--- src/sv/ipv4hrc_pkg.sv ---
`timescale 1ns / 1ps
// ----------------------------------------------------------------------------
// ipv4hrc_pkg
// Shared types, widths and status codes for the IPv4 header receive check.
// ----------------------------------------------------------------------------
package ipv4hrc_pkg;

    localparam int unsigned ADDR_W    = 32;
    localparam int unsigned BYTE_W    = 8;
    localparam int unsigned COUNT_W   = 16;
    localparam int unsigned SUM_W     = 17;
    localparam int unsigned HDR_W     = 6;
    localparam int unsigned STATUS_W  = 3;
    localparam int unsigned OUT_DATA_W = 32;

    localparam logic [ADDR_W-1:0]  BCAST_ADDR   = 32'hffff_ffff;
    localparam logic [COUNT_W-1:0] COUNT_MAX    = 16'hffff;
    localparam logic [3:0]         IP_VERSION   = 4'd4;
    localparam logic [3:0]         IHL_MIN      = 4'd5;
    localparam logic [COUNT_W-1:0] TTL_POS      = 16'd8;
    localparam logic [COUNT_W-1:0] DEST_FIRST   = 16'd16;
    localparam logic [COUNT_W-1:0] DEST_LAST    = 16'd19;

    // Verdict codes, in check order after the short-packet case
    typedef enum logic [STATUS_W-1:0] {
        ST_ACCEPT   = 3'd0,
        ST_CHECKSUM = 3'd1,
        ST_VERSION  = 3'd2,
        ST_HDR_LEN  = 3'd3,
        ST_TTL      = 3'd4,
        ST_DEST     = 3'd5
    } status_t;

    // One verdict, as handed from the check core to the output register
    typedef struct packed {
        logic [COUNT_W-1:0] payload_length;
        logic [HDR_W-1:0]   header_bytes;
        status_t            status;
    } result_t;

endpackage

--- src/sv/ipv4hrc_core.sv ---
`timescale 1ns / 1ps
// ----------------------------------------------------------------------------
// ipv4hrc_core
// Per-packet header state: field capture, running ones'-complement sum and
// the final verdict, one byte per step.
// ----------------------------------------------------------------------------
module ipv4hrc_core
(
    input  logic                               clk,
    input  logic                               rst_n,
    input  logic                               step,
    input  logic [ipv4hrc_pkg::BYTE_W-1:0]     data_byte,
    input  logic                               last_byte,
    input  logic [ipv4hrc_pkg::ADDR_W-1:0]     local_address,
    output ipv4hrc_pkg::result_t               result
);

    logic [ipv4hrc_pkg::COUNT_W-1:0] byte_count_reg,  byte_count_next;
    logic [ipv4hrc_pkg::SUM_W-1:0]   sum_acc_reg,     sum_acc_next;
    logic [ipv4hrc_pkg::BYTE_W-1:0]  high_half_reg,   high_half_next;
    logic [ipv4hrc_pkg::BYTE_W-1:0]  version_ihl_reg, version_ihl_next;
    logic [ipv4hrc_pkg::BYTE_W-1:0]  ttl_value_reg,   ttl_value_next;
    logic [ipv4hrc_pkg::ADDR_W-1:0]  dest_addr_reg,   dest_addr_next;

    logic [ipv4hrc_pkg::BYTE_W-1:0]  vi;
    logic [ipv4hrc_pkg::HDR_W-1:0]   hb;
    logic [ipv4hrc_pkg::COUNT_W-1:0] hb_ext;
    logic                            in_hdr;
    logic [ipv4hrc_pkg::SUM_W:0]     sum_add;
    logic [ipv4hrc_pkg::SUM_W-1:0]   sum_fold;
    logic [ipv4hrc_pkg::SUM_W-1:0]   sum_upd;
    logic [ipv4hrc_pkg::SUM_W-1:0]   sum_final;
    logic [ipv4hrc_pkg::BYTE_W-1:0]  ttl_upd;
    logic [ipv4hrc_pkg::ADDR_W-1:0]  dest_upd;
    logic [ipv4hrc_pkg::COUNT_W-1:0] total;

    // Header length follows the current byte when it is byte 0
    always_comb
    begin
        vi     = (byte_count_reg == '0) ? data_byte : version_ihl_reg;
        hb     = {vi[3:0], 2'b00};
        hb_ext = {{(ipv4hrc_pkg::COUNT_W-ipv4hrc_pkg::HDR_W){1'b0}}, hb};
        in_hdr = (byte_count_reg < hb_ext);
    end

    // Ones'-complement word add with end-around carry
    always_comb
    begin
        sum_add  = {1'b0, sum_acc_reg} + {2'b00, high_half_reg, data_byte};
        sum_fold = {1'b0, sum_add[15:0]} + {15'd0, sum_add[17:16]};
        sum_upd  = (in_hdr && byte_count_reg[0]) ? sum_fold : sum_acc_reg;
        sum_final = {1'b0, sum_upd[15:0]} + {16'd0, sum_upd[16]};
    end

    // Field capture by byte position
    always_comb
    begin
        ttl_upd  = (byte_count_reg == ipv4hrc_pkg::TTL_POS) ? data_byte : ttl_value_reg;
        dest_upd = dest_addr_reg;
        if (byte_count_reg >= ipv4hrc_pkg::DEST_FIRST
            && byte_count_reg <= ipv4hrc_pkg::DEST_LAST)
        begin
            dest_upd = {dest_addr_reg[23:0], data_byte};
        end
        total = (byte_count_reg != ipv4hrc_pkg::COUNT_MAX) ? byte_count_reg + 16'd1
                                                           : ipv4hrc_pkg::COUNT_MAX;
    end

    // Verdict, valid on the last byte
    always_comb
    begin
        if (total < hb_ext)
            result.status = ipv4hrc_pkg::ST_HDR_LEN;
        else if (sum_final != 17'h0ffff)
            result.status = ipv4hrc_pkg::ST_CHECKSUM;
        else if (vi[7:4] != ipv4hrc_pkg::IP_VERSION)
            result.status = ipv4hrc_pkg::ST_VERSION;
        else if (vi[3:0] < ipv4hrc_pkg::IHL_MIN)
            result.status = ipv4hrc_pkg::ST_HDR_LEN;
        else if (ttl_upd == '0)
            result.status = ipv4hrc_pkg::ST_TTL;
        else if (dest_upd != local_address && dest_upd != ipv4hrc_pkg::BCAST_ADDR)
            result.status = ipv4hrc_pkg::ST_DEST;
        else
            result.status = ipv4hrc_pkg::ST_ACCEPT;
        result.header_bytes   = hb;
        result.payload_length = (total > hb_ext) ? total - hb_ext : '0;
    end

    // Next state: advance on a beat, clear after the last byte
    always_comb
    begin
        byte_count_next  = byte_count_reg;
        sum_acc_next     = sum_acc_reg;
        high_half_next   = high_half_reg;
        version_ihl_next = version_ihl_reg;
        ttl_value_next   = ttl_value_reg;
        dest_addr_next   = dest_addr_reg;
        if (step)
        begin
            if (last_byte)
            begin
                byte_count_next  = '0;
                sum_acc_next     = '0;
                high_half_next   = '0;
                version_ihl_next = '0;
                ttl_value_next   = '0;
                dest_addr_next   = '0;
            end
            else
            begin
                byte_count_next  = total;
                sum_acc_next     = sum_upd;
                high_half_next   = (in_hdr && !byte_count_reg[0]) ? data_byte
                                                                  : high_half_reg;
                version_ihl_next = vi;
                ttl_value_next   = ttl_upd;
                dest_addr_next   = dest_upd;
            end
        end
    end

    always_ff @(posedge clk or negedge rst_n)
    begin
        if (!rst_n)
        begin
            byte_count_reg  <= '0;
            sum_acc_reg     <= '0;
            high_half_reg   <= '0;
            version_ihl_reg <= '0;
            ttl_value_reg   <= '0;
            dest_addr_reg   <= '0;
        end
        else
        begin
            byte_count_reg  <= byte_count_next;
            sum_acc_reg     <= sum_acc_next;
            high_half_reg   <= high_half_next;
            version_ihl_reg <= version_ihl_next;
            ttl_value_reg   <= ttl_value_next;
            dest_addr_reg   <= dest_addr_next;
        end
    end

endmodule

--- src/sv/ipv4_header_receive_check_unit.sv ---
`timescale 1ns / 1ps
// ----------------------------------------------------------------------------
// ipv4_header_receive_check_unit
// Byte-stream IPv4 header check: checksum, version, IHL, TTL, destination.
// ----------------------------------------------------------------------------
// Takes packet bytes on the slave stream (tlast on the final byte) and returns
// one verdict beat per packet on the master stream. Bytes pass an input
// register and one step of header state update; the verdict is loaded into
// an output register as the last byte leaves the input register. Throughput
// is one byte per cycle, set by the single state-update step, unless stalled;
// input ready drops only while a verdict waits in the output register and
// the byte in the input register is a packet's last. Write local_address
// through cfg_we/cfg_wdata only while no packet is in flight.
module ipv4_header_receive_check_unit
(
    input  logic        clk,
    input  logic        rst_n,
    // configuration: local_address
    input  logic        cfg_we,
    input  logic [31:0] cfg_wdata,
    // byte stream in
    input  logic        s_axis_tvalid,
    output logic        s_axis_tready,
    input  logic [7:0]  s_axis_tdata,   // [7:0] data_byte
    input  logic        s_axis_tlast,   // last_byte
    // verdict stream out
    output logic        m_axis_tvalid,
    input  logic        m_axis_tready,
    output logic [31:0] m_axis_tdata    // [2:0] status, [8:3] header_bytes,
                                        // [24:9] payload_length, [31:25] zero
);

    logic [ipv4hrc_pkg::ADDR_W-1:0] local_address_reg;

    logic                           in_valid_reg;
    logic [ipv4hrc_pkg::BYTE_W-1:0] in_byte_reg;
    logic                           in_last_reg;

    logic                           out_valid_reg;
    ipv4hrc_pkg::result_t           out_result_reg;

    logic                           out_free;
    logic                           advance;
    ipv4hrc_pkg::result_t           result;

    // Local address register
    always_ff @(posedge clk or negedge rst_n)
    begin
        if (!rst_n)
            local_address_reg <= '0;
        else if (cfg_we)
            local_address_reg <= cfg_wdata;
    end

    // Handshake: a non-last byte never needs output space
    assign out_free      = !out_valid_reg || m_axis_tready;
    assign advance       = in_valid_reg && (!in_last_reg || out_free);
    assign s_axis_tready = !in_valid_reg || advance;

    // Input register
    always_ff @(posedge clk or negedge rst_n)
    begin
        if (!rst_n)
            in_valid_reg <= 1'b0;
        else if (s_axis_tready)
            in_valid_reg <= s_axis_tvalid;
    end

    always_ff @(posedge clk)
    begin
        if (s_axis_tready && s_axis_tvalid)
        begin
            in_byte_reg <= s_axis_tdata;
            in_last_reg <= s_axis_tlast;
        end
    end

    ipv4hrc_core u_core
    (
        .clk           (clk),
        .rst_n         (rst_n),
        .step          (advance),
        .data_byte     (in_byte_reg),
        .last_byte     (in_last_reg),
        .local_address (local_address_reg),
        .result        (result)
    );

    // Output register
    always_ff @(posedge clk or negedge rst_n)
    begin
        if (!rst_n)
            out_valid_reg <= 1'b0;
        else if (advance && in_last_reg)
            out_valid_reg <= 1'b1;
        else if (m_axis_tready)
            out_valid_reg <= 1'b0;
    end

    always_ff @(posedge clk)
    begin
        if (advance && in_last_reg)
            out_result_reg <= result;
    end

    assign m_axis_tvalid = out_valid_reg;
    assign m_axis_tdata  = {7'd0, out_result_reg};

endmodule
--- config.mk ---
export PLATFORM = sky130hd
export DESIGN_NAME = ipv4_header_receive_check_unit
export DESIGN_NICKNAME = d
export VERILOG_FILES = /design/src/sv/ipv4hrc_pkg.sv /design/src/sv/ipv4hrc_core.sv /design/src/sv/ipv4_header_receive_check_unit.sv
export SDC_FILE = /design/constraint.sdc
export NUM_CORES = 1
export LEC_CHECK = 0
export BUFFER_PORTS_ARGS = -buffer_cell sky130_fd_sc_hd__buf_2
export CORE_MARGIN = 3
export CORE_UTILIZATION = 63
export CTS_BUF_LIST = sky130_fd_sc_hd__clkbuf_8
export CTS_CLUSTER_DIAMETER = 60
export DETAILED_ROUTE_END_ITERATION = 8
export GPL_TIMING_DRIVEN = 0
export MAX_ROUTING_LAYER = met4
export PLACE_DENSITY = 0.83
export SYNTH_ARGS = -nofsm -noshare
export SYNTH_HDL_FRONTEND = slang
export SYNTH_SLANG_ARGS = --single-unit
export TNS_END_PERCENT = 1
--- constraint.sdc ---
create_clock -name clk -period 11.05 [get_ports clk]
set_input_delay 1.105 -clock clk [delete_from_list [all_inputs] [get_ports clk]]
set_output_delay 1.105 -clock clk [all_outputs]
set_load 0.01 [all_outputs]
==> flow_summary.toml, run 1 <==
[run_status]
status = "complete, no violations"

[global_routing]
grt-ovfl-total = 0
grt_util_met3 = 0.0544
grt_max_degree = 75
grt_busiest_layer = "met2"
antenna_found_initial = 0
grt_pass1_vias = 7952
met1_usage = 0.448
gr-usage-met2 = 0.513
grt_first_pass_wirelength_um = 41800
grt_usage = 0.332

[worst_setup_path]
worstPathArrival_ns = 8.21
worstSetupEndpointType = "register"
path_class = "register to register"
required_ns = 11.26
start_kind = "register"
worstPathMaxFanout = 8

[logic_synthesis]
ys_ff_latch = 155
yosys_warnings = 0
synth_area_um2 = 9610
yosysSeqAreaShare = 0.420
ys_async_sr_fraction = 0.794
synth_ff_type = "dfrtp_1"
synthCells = 1020
synth_edf_count = 32
syn_area_per_cell_um2 = 9.42
synth.distinct_cells = 77

[run]
maxCapViolations = 0

[clock_tree]
clock_latency_ns = 0.48
cts_buffers = 17
ctsResizeCount = 0
tritoncts = "done"
cts_setup_buffers = 0
path_clk_slew_ns = 0.09
ctsHtreeMaxLevel = 4
hold_buffers = 0
clockBufferDepth = 2
cts-root-buf = "clkbuf_8"
cts_num_sinks = 155

[die]
dieArea_um2 = 16800
die_w_um = 130
start_util = 0.651
io_pins = 80
die_h_um = 130
core_area_um2 = 14800
num_rows = 44

[final_layout]
final_common_cell = "dfrtp_1"
syn_to_final_growth_pct = 10.9
postLayoutCoreUtil = 0.722
n_fill_cell = 1136
nets = 1196
diodes = 0
multi_input_area_um2 = 5150
drive_above_1_share = 0.152
most-common-layout-cells = "dfrtp_1 (123), nand2_1 (101), o21ai_0 (75), buf_2 (73), nor2_1 (59)"
instances_no_fill = 1315
seqCellArea_um2 = 4040

[sta]
slew_headroom = 0.162
clock_skew_ns = 0.0121
rsz0062_at_grt = "false"
final.min_clock_period_ns = 7.99
fin_crit_sh = 0.723
setup_viol = 0
fmax_mhz = 125
setup-tns-final_ns = 0
hold_violations = 0
worstMarginPinSlew_ns = 1.25
report.final.slew_viol_count = 0

[route]
firstDrtPassIters = 8
ant_nets = 0
dr_total_vias = 8546
drt-initial-drc-count = 902
drc = 0
post_drt_wl_per_cell_um = 20.0
totalWireLength_um = 26300
avgViaCountPerCell = 6.50

[hold_path]
hold_class = "register to register"

[placement]
port_buffers = 69
dpl.hpwl_um = 19000
dp.cells = 1283
globalplace.congestion = 0.998

[pwr]
cellLeakagePower_uw = 0.00464
worst_ir_drop_vdd_mv = 0.111
power.density_nw_per_um2 = 178
finalPower_uw = 1890
==> metrics by stage <==
stage	worst slack [ns]	hold slack, ns	cell area [um2]
finish	3.06	0.496	10700
global route	2.56	0.522	10700
CTS	3.24	0.496	10700
detailed placement	3.31	0.472	10300
global placement	3.29	0.463	10200
floorplan	4.86	0.450	9640
==> synthesized netlist by cell type, types with 5 or more instances <==
cell type | instances | area share
xnor2_1 | 50 | 0.046
a221oi_1 | 5 | 0.0046
a22oi_1 | 33 | 0.026
a22o_1 | 25 | 0.023
or4_1 | 6 | 0.0047
o22ai_1 | 17 | 0.011
nand3_1 | 29 | 0.015
nand2_1 | 101 | 0.039
a21o_1 | 5 | 0.0039
buf_4 | 11 | 0.0086
ha_1 | 29 | 0.038
mux2_2 | 29 | 0.034
nor3_1 | 18 | 0.0094
a31oi_1 | 6 | 0.0039
or2_2 | 5 | 0.0033
nand4_1 | 27 | 0.018
nor2_1 | 60 | 0.023
nor4_1 | 15 | 0.0098
buf_2 | 5 | 0.0026
and2_1 | 5 | 0.0033
a211oi_1 | 5 | 0.0039
dfrtp_1 | 123 | 0.32
inv_1 | 34 | 0.013
o21ai_0 | 75 | 0.039
mux2i_1 | 17 | 0.018
o21bai_1 | 5 | 0.0039
nor2b_1 | 9 | 0.0059
clkbuf_1 | 50 | 0.020
o31ai_1 | 6 | 0.0047
o21ai_1 | 5 | 0.0026
nand2b_1 | 9 | 0.0059
and3_1 | 16 | 0.010
a21oi_1 | 40 | 0.021
xor2_1 | 39 | 0.036
edfxtp_1 | 32 | 0.10
==> routing by layer <==
metal	share of wire	vias to the layer above	routed length (um)
met3	0.091	69	2400
met2	0.46	480	12100
met4	0.028	0	738
met5	0	-	0
met1	0.42	4090	11100
li1	-	3907	-
==> critical path: stages (launching register included) <==
cell	delay [ns]
edfxtp_1	0.64
ha_1	0.45
and2b_1	0.21
o221a_2	0.28
a311oi_1	0.45
o21bai_1	0.19
a21oi_1	0.32
o21bai_1	0.11
a21oi_1	0.24
xnor2_1	0.17
ha_1	0.21
fa_1	0.21
nand2_1	0.13
nor4_2	0.43
nor4b_2	0.49
and4_1	0.32
nand3_1	0.12
o21ai_0	0.29
ha_1	0.28
nand3_1	0.11
xnor2_1	0.16
o31ai_1	0.27
o2111ai_1	0.13
a2111oi_0	0.62
o2111ai_1	0.33
or4_1	0.57
==> cell type report <==
type,instances,share of cell area
buffer,72,0.0306
clock buffer,17,0.0220
clock inverter,15,0.0143
inverter,34,0.0120
multi-input combinational,767,0.483
sequential,155,0.379
tap,184,0.0216
timing repair buffer,71,0.0370
==> path summary, 6_finish.rpt <==
check                                                      start                                     to  slack, ns  cells past startpoint
hold reg to reg            u_core.version_ihl_reg[2]$_DFFE_PN0P_  u_core.version_ihl_reg[2]$_DFFE_PN0P_       0.50                      2
hold / removal             u_core.version_ihl_reg[2]$_DFFE_PN0P_  u_core.version_ihl_reg[2]$_DFFE_PN0P_       0.50                      2
setup / recovery                        in_byte_reg[2]$_DFFE_PP_          m_axis_tdata[0]$_SDFFCE_PP1P_       3.06                     25
min in group asynchronous                                  rst_n  u_core.byte_count_reg[11]$_DFFE_PN0P_       0.55                      1
setup reg to reg                        in_byte_reg[2]$_DFFE_PP_          m_axis_tdata[0]$_SDFFCE_PP1P_       3.06                     25
max in group asynchronous                                  rst_n    u_core.ttl_value_reg[7]$_DFFE_PN0P_       9.77                      2
==> power breakdown <==
part           leakage, uW  internal [uW]  total (uW)  switching [uW]
combinational      0.00253            279         712             433
clock             0.000191            187         431             245
sequential         0.00192            671         751            79.8
==> cell families after synthesis <==
group | Yosys count | synth area share
other | 1 | 0.000390
muxes | 46 | 0.0517
xor gates and xnor gates | 89 | 0.0811
and+or+nand+nor | 327 | 0.172
adders and majority gates | 32 | 0.0440
AOI/OAI and AO/OA | 264 | 0.183
DFF | 155 | 0.420
buffers and inverters | 106 | 0.0473
(Power assumes the default switching activity.)
==> run 2, diff against run 1 <==
ABC_AREA = 1   (was unset)
clock period = 7.7 ns   (was 11.05 ns; I/O delays follow)
==> run 2 against run 1 <==
  * Synthesized cell count increased by 32%
  * First-iteration DRC count decreased by 12%
  * Die area increased by 2.3%
  * Setup slack got worse by 1.4 ns
  * Hold slack got worse by 0.29 ns
  * Routed wire length decreased by 6.9%
  * Synthesized area increased by 2.4%
  * Global-route usage decreased by 2.5 points
  * Final cell count increased by 27%
  * Fmax increased by 31%
  * Critical path type unchanged
  * Critical endpoint unchanged
  * Highest routed layer unchanged
==> flow_summary.toml, run 2 <==
[logic_synthesis]
synth_area_um2 = 9850
synthCells = 1343
synth.most_common_cell = "nand2_1"
yosysSeqAreaShare = 0.410
synth.distinct_cells = 43
synthTopCellsByCount = "nand2_1 (395), inv_1 (204), dfrtp_1 (123)"
synth_top_area_cell = "dfrtp_1"
syn_area_per_cell_um2 = 7.33
ys_ff_latch = 155
yosys_warnings = 0
synth_edf_count = 32
synth_ff_type = "dfrtp_1"
ys_async_sr_fraction = 0.794
netlist_top_cells_area = "dfrtp_1 (31%), nand2_1 (15%), edfxtp_1 (9.8%)"
synth_top_area_share = 0.313

[sta]
setup-tns-final_ns = 0
fin_crit_sh = 0.791
worstMarginPinSlew_ns = 0.817
slew_headroom = 0.449
clock_skew_ns = 0.0149
final.min_clock_period_ns = 6.09
setup_viol = 0
hold_violations = 0
rsz0062_at_grt = "false"
report.final.slew_viol_count = 0
fmax_mhz = 164
whs_ns = 0.202

[final_layout]
drive_above_1_share = 0.114
diodes = 0
most-common-layout-cells = "nand2_1 (395), inv_1 (204), dfrtp_1 (123), o21ai_0 (115), nor2_1 (101)"
syn_to_final_growth_pct = 11.0
final_common_cell = "nand2_1"
nets = 1518

[worst_setup_path]
worstSetupEndpointType = "register"
crit_slowest_cell = "fa_1"
rrSetupSlack_ns = 1.61
rr_endpoint = "m_axis_tdata[0]$_SDFFCE_PP1P_"
start_kind = "register"
worstPathArrival_ns = 6.30
critical_path.most_common_cell = "nand2_1"
worstPathMaxFanout = 4
required_ns = 7.91
path_class = "register to register"
r2r_cells = 34
max_stage_delay_ns = 0.46
r2r-start = "in_byte_reg[1]$_DFFE_PP_"

[route]
post_drt_wl_per_cell_um = 14.7
drt-initial-drc-count = 791
dr_total_vias = 9032
ant_nets = 0
drc = 0
totalWireLength_um = 24500
firstDrtPassIters = 6
avgViaCountPerCell = 5.43

[die]
dieArea_um2 = 17200
die_w_um = 131
num_rows = 45
start_util = 0.645
io_pins = 80
core_area_um2 = 15300
die_h_um = 131

[global_routing]
grt-ovfl-total = 0
antenna_found_initial = 0
grt_usage = 0.307
grt_first_pass_wirelength_um = 39900
grt_pass1_vias = 8204
grt_max_degree = 86

[placement]
port_buffers = 69
globalplace.congestion = 0.953
dpl.hpwl_um = 18800

[pwr]
cellLeakagePower_uw = 0.00552
worst_ir_drop_vdd_mv = 0.141
power.density_nw_per_um2 = 250

[hold_path]
hold_class = "input port to async pin"

[run]
maxCapViolations = 0

[clock_tree]
ctsResizeCount = 0
path_clk_slew_ns = 0.10
clockBufferDepth = 2
cts_num_sinks = 155
cts_buffers = 17
hold_buffers = 0
tritoncts = "done"
cts-root-buf = "clkbuf_8"
cts_setup_buffers = 0
clock_latency_ns = 0.47
ctsHtreeMaxLevel = 4

[run_status]
status = "complete, no violations"
-- run 2: cell types whose count changed after synthesis, sizes merged, moves of 19 or more --
cell / change
nand2: +302
inv: +173
nor2: +52
xnor2: -47
o21ai: +43
nand3: +39
a22oi: -34
clkbuf: -27
a22o: -19
-- run 2: layout make-up --
cell class                      instances  area, um2
Buffer                                 48        255
Clock buffer                           17        234
Clock inverter                         15        178
Fill cell                            1275       4330
Inverter                              209        785
Multi-Input combinational cell        939       4800
Sequential cell                       155       4040
Tap cell                              211        264
Timing Repair Buffer                   70        379
-- run 2: where the power goes --
part | switching [uW] | total, uW | internal (uW)
Clock | 347 | 648 | 301
Combinational | 719 | 1080 | 361
Sequential | 58.2 | 1010 | 949
-- run 2: critical path: cells and delay by family (launching register included) --
kind / cells / cell delay, ns
AND/OR/NAND/NOR: 22 / 2.71
adder cells (fa/ha/maj): 5 / 1.34
AO/OA/AOI/OAI: 3 / 0.68
flip-flops: 1 / 0.45
buffers and inverters: 3 / 0.36
XOR/XNOR: 1 / 0.29
-- run 2: kinds of logic after synthesis --
group / after synthesis / synth area share
DFF: 155 / 0.410
buffers and inverters: 257 / 0.106
AOI/OAI and AO/OA: 205 / 0.115
other: 1 / 0.000381
adders and majority gates: 32 / 0.0429
muxes: 13 / 0.0147
and+or+nand+nor: 640 / 0.276
xor gates and xnor gates: 40 / 0.0356
-- run 2: per-layer routing --
metal  vias to the layer above  GRT usage  wire (um)  part of all wire
li1                       4494          -          -                 -
met5                         -          -          0                 0
met3                        60     0.0476       1610             0.066
met1                      4117      0.415      10900              0.45
met2                       361      0.471      11300              0.46
met4                         0      0.113        715             0.029
-- run 2: per-stage QoR --
stage	power (uW)	utilization	setup slack [ns]	instance area [um2]	cells
6_report	2740	0.716	1.61	10900	1664
5_1_grt	2940	0.716	1.11	10900	1664
4_1_cts	2730	0.716	1.79	10900	1664
3_5_place_dp	2080	0.689	1.82	10500	1632
3_3_place_gp	2050	0.687	1.86	10500	1631
2_1_floorplan	1810	-	3.10	9880	1351
-- run 2: worst max path at each step --
| stage | slack, ns | end | from |
|---|---|---|---|
| 6_report | 1.61 | m_axis_tdata[0]$_SDFFCE_PP1P_ | in_byte_reg[1]$_DFFE_PP_ |
| 3_3_place_gp | 1.86 | m_axis_tdata[0]$_SDFFCE_PP1P_ | in_byte_reg[1]$_DFFE_PP_ |
| 4_1_cts | 1.79 | m_axis_tdata[0]$_SDFFCE_PP1P_ | in_byte_reg[1]$_DFFE_PP_ |
| 2_1_floorplan | 3.10 | m_axis_tdata[0]$_SDFFCE_PP1P_ | in_byte_reg[0]$_DFFE_PP_ |
| 3_5_place_dp | 1.82 | m_axis_tdata[0]$_SDFFCE_PP1P_ | in_byte_reg[1]$_DFFE_PP_ |
| 5_1_grt | 1.11 | m_axis_tdata[0]$_SDFFCE_PP1P_ | in_byte_reg[1]$_DFFE_PP_ |
